`config.mk`:
```
export PLATFORM = sky130hd
export DESIGN_NAME = indexed_fifo_bank_with_loss_count
export DESIGN_NICKNAME = d
export VERILOG_FILES = /design/src/rtl/core/ifbl_pkg.sv /design/src/rtl/core/indexed_fifo_bank_with_loss_count.sv /design/src/rtl/core/ifbl_word_store.sv
export SDC_FILE = /design/constraint.sdc
export NUM_CORES = 2
export LEC_CHECK = 0
export BUFFER_PORTS_ARGS = -buffer_cell sky130_fd_sc_hd__buf_4
export CORE_MARGIN = 3
export CORE_UTILIZATION = 65
export CTS_CLUSTER_SIZE = 24
export DETAILED_ROUTE_END_ITERATION = 8
export PLACE_DENSITY = 0.84
export SLEW_MARGIN = 15
export SYNTH_ARGS = -nofsm -noshare
export SYNTH_HDL_FRONTEND = slang
export SYNTH_SLANG_ARGS = --single-unit
export TNS_END_PERCENT = 5
```
`constraint.sdc`:
```
create_clock -name clk -period 11.5 [get_ports clk]
set_clock_uncertainty 0.05 [all_clocks]
set_input_delay 2.3 -clock clk [delete_from_list [all_inputs] [get_ports clk]]
set_output_delay 2.3 -clock clk [all_outputs]
set_load 0.02 [all_outputs]
```
`src/rtl/core/ifbl_pkg.sv`:
```
// Package with the transfer types and operation and status codes of the FIFO bank.
`timescale 1ns / 1ps
`default_nettype none

package ifbl_pkg;

	// Operation codes carried in the request; the fourth code is unused.
	typedef enum logic [1:0] {
		OP_INIT  = 2'd0,
		OP_READ  = 2'd1,
		OP_WRITE = 2'd2
	} op_t;

	// Status codes returned with every response.
	typedef enum logic [1:0] {
		ST_OK     = 2'd0,
		ST_EMPTY  = 2'd1,
		ST_FULL   = 2'd2,
		ST_BADIDX = 2'd3
	} status_t;

	localparam int unsigned WORD_W  = 32;
	localparam int unsigned OCC_W   = 5;
	localparam int unsigned INDEX_W = 3;

	// One request transfer.
	typedef struct packed {
		logic [1:0]                op;
		logic [INDEX_W-1:0]        fifo_index;
		logic signed [WORD_W-1:0]  write_data;
	} req_t;

	// One response transfer.
	typedef struct packed {
		logic signed [WORD_W-1:0]  read_data;
		status_t                   status;
		logic [OCC_W-1:0]          occupancy;
		logic [WORD_W-1:0]         lost_total;
	} rsp_t;

endpackage

`default_nettype wire

```
`src/rtl/core/indexed_fifo_bank_with_loss_count.sv`:
```
// Top level of the indexed FIFO bank with per-FIFO saturating loss counters.
`timescale 1ns / 1ps
`default_nettype none

// A bank of QUEUE_COUNT ring-buffer FIFOs, each QUEUE_DEPTH signed 32-bit
// words deep, sharing one word store. Every request names a FIFO and asks
// for init, read or write, and produces exactly one response, in order.
// A request is taken every cycle while the response path keeps moving: the
// pointers, counts and loss counters are updated in the cycle of the transfer,
// the word store is read through its registered port, and the response is
// held first in stage one, beside the read register, and then in the output
// register. A read of an empty FIFO returns empty status rather than waiting;
// a write to a full FIFO is dropped and counted.
module indexed_fifo_bank_with_loss_count
	import ifbl_pkg::*;
#(
	parameter int unsigned QUEUE_COUNT = 4,
	parameter int unsigned QUEUE_DEPTH = 16
) (
	input  wire logic clk,
	input  wire logic arst_n,
	input  wire logic req_valid,
	output logic      req_ready,
	input  wire req_t req,
	output logic      rsp_valid,
	input  wire logic rsp_ready,
	output rsp_t      rsp
);

	localparam int unsigned ENTRIES = QUEUE_COUNT * QUEUE_DEPTH;
	localparam int unsigned PTR_W   = $clog2(QUEUE_DEPTH);
	localparam int unsigned CNT_W   = $clog2(QUEUE_DEPTH + 1);
	localparam int unsigned Q_W     = (QUEUE_COUNT > 1) ? $clog2(QUEUE_COUNT) : 1;
	localparam int unsigned ADDR_W  = $clog2(ENTRIES);

	// Per-FIFO control state.
	logic [PTR_W-1:0]  rd_ptr_q [QUEUE_COUNT];
	logic [PTR_W-1:0]  wr_ptr_q [QUEUE_COUNT];
	logic [CNT_W-1:0]  cnt_q    [QUEUE_COUNT];
	logic [WORD_W-1:0] lost_q   [QUEUE_COUNT];

	// Stage one: metadata of the request whose store read is in flight.
	logic              v_s1;
	status_t           status_s1;
	logic [OCC_W-1:0]  occ_s1;
	logic [WORD_W-1:0] lost_s1;
	logic              pop_s1;

	// Output register.
	logic              rsp_valid_q;
	rsp_t              rsp_q;

	logic              req_fire;
	logic              s1_move;
	logic              bad_idx;
	logic [Q_W-1:0]    q;
	logic [PTR_W-1:0]  cur_rd;
	logic [PTR_W-1:0]  cur_wr;
	logic [CNT_W-1:0]  cur_cnt;
	logic [WORD_W-1:0] cur_lost;
	logic [PTR_W-1:0]  nxt_rd;
	logic [PTR_W-1:0]  nxt_wr;
	logic [CNT_W-1:0]  nxt_cnt;
	logic [WORD_W-1:0] nxt_lost;
	status_t           nxt_status;
	logic              do_pop;
	logic              do_push;
	logic [ADDR_W-1:0] base_addr;
	logic [WORD_W-1:0] store_rdata;

	// Handshake: stage one advances into the output register whenever it is free or being emptied.
	assign s1_move   = v_s1 && (!rsp_valid_q || rsp_ready);
	assign req_ready = !v_s1 || s1_move;
	assign req_fire  = req_valid && req_ready;

	// Select the addressed FIFO's state.
	assign bad_idx  = ({1'b0, req.fifo_index} >= (INDEX_W + 1)'(QUEUE_COUNT));
	assign q        = Q_W'(req.fifo_index);
	assign cur_rd   = rd_ptr_q[q];
	assign cur_wr   = wr_ptr_q[q];
	assign cur_cnt  = cnt_q[q];
	assign cur_lost = lost_q[q];

	// Work out the operation and the FIFO's next state.
	always_comb begin
		nxt_rd     = cur_rd;
		nxt_wr     = cur_wr;
		nxt_cnt    = cur_cnt;
		nxt_lost   = cur_lost;
		nxt_status = ST_OK;
		do_pop     = 1'b0;
		do_push    = 1'b0;
		case (req.op)
			OP_INIT: begin
				nxt_rd   = '0;
				nxt_wr   = '0;
				nxt_cnt  = '0;
				nxt_lost = '0;
			end
			OP_READ: begin
				if (cur_cnt == '0) begin
					nxt_status = ST_EMPTY;
				end else begin
					do_pop  = 1'b1;
					nxt_rd  = (cur_rd == PTR_W'(QUEUE_DEPTH - 1)) ? '0 : cur_rd + 1'b1;
					nxt_cnt = cur_cnt - 1'b1;
				end
			end
			OP_WRITE: begin
				if (cur_cnt == CNT_W'(QUEUE_DEPTH)) begin
					nxt_status = ST_FULL;
					if (cur_lost != '1) begin
						nxt_lost = cur_lost + 1'b1;
					end
				end else begin
					do_push = 1'b1;
					nxt_wr  = (cur_wr == PTR_W'(QUEUE_DEPTH - 1)) ? '0 : cur_wr + 1'b1;
					nxt_cnt = cur_cnt + 1'b1;
				end
			end
			default: begin
			end
		endcase
		if (bad_idx) begin
			nxt_status = ST_BADIDX;
			do_pop     = 1'b0;
			do_push    = 1'b0;
		end
	end

	// Per-FIFO state registers, updated on a request transfer with a valid FIFO index.
	always_ff @(posedge clk or negedge arst_n) begin
		if (!arst_n) begin
			for (int i = 0; i < QUEUE_COUNT; i++) begin
				rd_ptr_q[i] <= '0;
				wr_ptr_q[i] <= '0;
				cnt_q[i]    <= '0;
				lost_q[i]   <= '0;
			end
		end else if (req_fire && !bad_idx) begin
			rd_ptr_q[q] <= nxt_rd;
			wr_ptr_q[q] <= nxt_wr;
			cnt_q[q]    <= nxt_cnt;
			lost_q[q]   <= nxt_lost;
		end
	end

	// Shared word store, addressed by FIFO base plus slot pointer.
	assign base_addr = ADDR_W'(q) * ADDR_W'(QUEUE_DEPTH);

	ifbl_word_store #(
		.ENTRIES (ENTRIES),
		.ADDR_W  (ADDR_W)
	) u_store (
		.clk   (clk),
		.we    (req_fire && do_push),
		.waddr (base_addr + ADDR_W'(cur_wr)),
		.wdata (req.write_data),
		.re    (req_fire && do_pop),
		.raddr (base_addr + ADDR_W'(cur_rd)),
		.rdata (store_rdata)
	);

	// Stage one valid flag.
	always_ff @(posedge clk or negedge arst_n) begin
		if (!arst_n) begin
			v_s1 <= 1'b0;
		end else if (req_fire) begin
			v_s1 <= 1'b1;
		end else if (s1_move) begin
			v_s1 <= 1'b0;
		end
	end

	// Stage one metadata.
	always_ff @(posedge clk) begin
		if (req_fire) begin
			status_s1 <= nxt_status;
			pop_s1    <= do_pop;
			occ_s1    <= bad_idx ? '0 : OCC_W'(nxt_cnt);
			lost_s1   <= bad_idx ? '0 : nxt_lost;
		end
	end

	// Output register valid flag.
	always_ff @(posedge clk or negedge arst_n) begin
		if (!arst_n) begin
			rsp_valid_q <= 1'b0;
		end else if (s1_move) begin
			rsp_valid_q <= 1'b1;
		end else if (rsp_ready) begin
			rsp_valid_q <= 1'b0;
		end
	end

	// Output payload; only a successful read returns a word.
	always_ff @(posedge clk) begin
		if (s1_move) begin
			rsp_q.read_data  <= pop_s1 ? store_rdata : '0;
			rsp_q.status     <= status_s1;
			rsp_q.occupancy  <= occ_s1;
			rsp_q.lost_total <= lost_s1;
		end
	end

	assign rsp_valid = rsp_valid_q;
	assign rsp       = rsp_q;

endmodule

`default_nettype wire

```
`src/rtl/core/ifbl_word_store.sv`:
```
// Shared word store of the FIFO bank: one write port and one registered read port.
`timescale 1ns / 1ps
`default_nettype none

module ifbl_word_store
	import ifbl_pkg::*;
#(
	parameter int unsigned ENTRIES = 64,
	parameter int unsigned ADDR_W  = 6
) (
	input  wire logic              clk,
	input  wire logic              we,
	input  wire logic [ADDR_W-1:0] waddr,
	input  wire logic [WORD_W-1:0] wdata,
	input  wire logic              re,
	input  wire logic [ADDR_W-1:0] raddr,
	output logic      [WORD_W-1:0] rdata
);

	logic [WORD_W-1:0] mem [ENTRIES];

	// Write port.
	always_ff @(posedge clk) begin
		if (we) begin
			mem[waddr] <= wdata;
		end
	end

	// Read port; the data register holds until the next read.
	always_ff @(posedge clk) begin
		if (re) begin
			rdata <= mem[raddr];
		end
	end

endmodule

`default_nettype wire
```
==> impl_metrics.tcl <==
set metrics [dict create \
    outcome "complete, no violations" \
    drtIter0Drc 10600 \
    io_pins 114 \
    grt_max_degree 210 \
    synth_top_cell_by_area "edfxtp_1" \
    wl_mm 282 \
    core_region_area_um2 142000 \
    maxSlewHeadroom_pct 7.25 \
    synth_async_sr_flop_share_pct 7.67 \
    leakage_nw 33.8 \
    crit_arrival_ps 7770 \
    synth_top_family_by_area "simple AND/OR/NAND/NOR gates" \
    synthAdderAreaFrac_pct 0.120 \
    grt_pass1_vias 58400 \
    synthMuxAreaShare_pct 7.74 \
    numCtsBuffers 217 \
    fmax_ghz 0.139 \
    rr_startpoint "rd_ptr_q[0]" \
    routedWlPerCell_um 35.2 \
    syn2layout_area_growth_pct 11.0 \
    yosysSeqAreaShare_pct 75.2 \
    tightestPinTransition_ps 1380 \
    max_cap_violations 0 \
    drtAntennaViolNets 0 \
    num-nets-final 5980 \
    crit_required_ps 12090 \
    seqCellArea_um2 70300 \
    crit_fanout 152 \
    holdBufCountCts 0 \
    reg2regPathDepth 9 \
    synth.area.top_cells "edfxtp_1 (70%), dfrtp_1 (4.9%), mux4_2 (4.5%), nand2_1 (3.9%), mux2i_1 (1.7%)" \
    clock_path_buffers 3 \
    synth_ff_type "edfxtp_1" \
    p_per_area_nw_per_um2 186 \
    synthSimpleGateAreaFrac_pct 8.41 \
    crit_type "in -> reg" \
    first_pass_iters 9 \
    worstHoldPathType "reg -> reg" \
    hold_violations 0 \
    die_y_um 385 \
    grt_overflow_total 0 \
    clk_latency_ps 890 \
    final_area_um2 104000 \
    num_vias 59500 \
    synth-seq-cells 2373 \
    dpl.hpwl_mm 142 \
    p_total_w 0.0193 \
    track_usage_pct 38.0 \
    yosys_warnings 0 \
    finalSetupViolCount 0 \
    rows 138 \
    syn_inst 5832 \
    dieWidth_um 385 \
    synthXorXnorAreaFrac_pct 0.00936 \
    synth_cell_type_count 77 \
    critPathLaunch "req[32]" \
    avgViaCountPerCell 7.43 \
    final_cell_mix "edfxtp_1 (2191), nand2_1 (970), buf_4 (229)" \
    multi_input_area_um2 22100 \
    die_area_um2 149000 \
    synth.top_cell.area_share_pct 70.3 \
    synth_compound_area_share_pct 6.68 \
    cts_setup_buffers 0 \
    numPlacedInstances 7599 \
    clock_sinks 2373 \
    critical_path.startpoint_type "input port" \
    finalNonFillerCells 8014 \
    path_clk_slew_ps 70 \
    post-route-min-period_ps 7180 \
    rsz0062_at_grt "no" \
    portBuffers 113 \
    drive_gt1_share_pct 14.6 \
    mostFrequentLayoutCell "edfxtp_1" \
    place.gp.congestion 0.949 \
    nFillCells 7557 \
    cts-root-buf "clkbuf_16" \
    htreeDepth 4 \
    place_area_um2 96700 \
    peakVddDrop_v 0.000161 \
    synth_fp_nets 5882 \
    fin_ws_ps 4320 \
    post_cts_resized 0 \
    avgSynthCellArea_um2 16.0 \
    synth.cell_area_um2 93600 \
    post-place-ws_ps 3840 \
    finalMaxSlewViolations 0 \
    finalSetupTns_ps 0 \
    r2r_setup_slack_ps 6280 \
    end_kind "flop" \
    initial_utilization_pct 65.8 \
    crit_path_end "u_store.rdata[11]" \
    grt_pass1_wl_mm 402 \
    antenna_found_initial 14 \
    drc 0 \
    r2r-end "u_store.rdata[11]" \
    period_share_pct 62.5 \
    synth_enable_flop_cells 2191 \
    cts_tree "built" \
]
[worst min-delay path by stage]
stage	from	endpoint	depth (start not counted)
floorplan	lost_s1[0]	rsp[0]	0
global placement	lost_s1[28]	rsp[28]	0
detailed placement	lost_s1[12]	rsp[12]	0
CTS	lost_s1[12]	rsp[12]	0
global route	lost_s1[13]	rsp[13]	0
finish	lost_s1[23]	rsp[23]	0
[state kept, by name, summed over array words and instances, names as in the netlist]
signal,count
cnt_q,20
lost_q,128
lost_s1,32
occ_s1,5
pop_s1,1
rd_ptr_q,16
rsp,71
rsp_valid,1
status_s1,2
u_store.mem,2048
u_store.rdata,32
v_s1,1
wr_ptr_q,16
[stage by stage]
step                      util, %  hold slack, ps
after floorplan                 -             350
after global placement       68.0             350
after detailed placement     68.0             355
after CTS                    72.9             367
after global routing         73.0             382
final                        73.0             367
[critical path: stages]
cell and delay, ps:
buf_4 300, buf_4 760, mux2_8 510, inv_8 340, buf_12 620, nand2b_1 620
o22ai_1 210, o21ai_0 910, nand4_1 460, or3_1 470
[cell usage after synthesis (4+ instances only)]
cell type and count:
nand4_1 28, o31ai_1 6, a31oi_1 83, o211ai_1 17, buf_2 115, clkbuf_1 188, a21oi_1 113, nor3b_1 6
nor4_1 39, nand2b_1 11, mux4_2 187, ha_1 9, mux4_1 31, buf_4 21, inv_1 14, dfrtp_1 182
buf_1 24, and3_1 99, o22a_1 7, a22oi_1 79, buf_6 8, and4_1 6, and2_1 39, edfxtp_1 2191
mux2_4 4, a2111oi_0 8, a211oi_1 169, nand3_1 113, o221ai_1 18, a22o_1 4, nor3_1 28, nor2_1 202
a221oi_1 4, a311oi_1 179, mux2i_1 158, o21ai_0 142, nand2_1 972, o22ai_1 39, or2_2 5, nor2b_1 164
mux2_2 49, or3_1 17
[report_power, final]
group	internal (W)	switching, W	total, W
clock network	0.00394	0.00330	0.00724
logic	0.000821	0.00159	0.00241
registers	0.00957	0.0000663	0.00963
total	0.0143	0.00495	0.0193
[kinds of logic (layout without fill, tap and decap cells)]
| logic type | after synthesis | count (layout) |
|---|---|---|
| DFF | 2373 | 2373 |
| buffers and inverters | 376 | 659 |
| other | 0 | 9 |
| muxes | 430 | 430 |
| adders and majority gates | 9 | 9 |
| and+or+nand+nor | 1747 | 1747 |
| xor gates and xnor gates | 1 | 1 |
| AOI/OAI and AO/OA | 896 | 896 |
[routing by layer]
layer	global-route usage [%]	wire (um)	up-vias
li1	-	-	23000
met3	13.7	45700	1516
met4	24.9	22800	18
met5	0.198	184	-
met1	47.3	86400	28800
met2	56.8	127000	6257
[area by class of cell]
cell class	count	share of cell area (%)
Clock buffer	272	5.52
Antenna cell	9	0.0217
Sequential cell	2373	67.7
Inverter	15	0.0687
Timing Repair Buffer	240	1.87
Clock inverter	132	1.25
Multi-Input combinational cell	3083	21.3
Tap cell	1890	2.28
(Power assumes the default switching activity.)
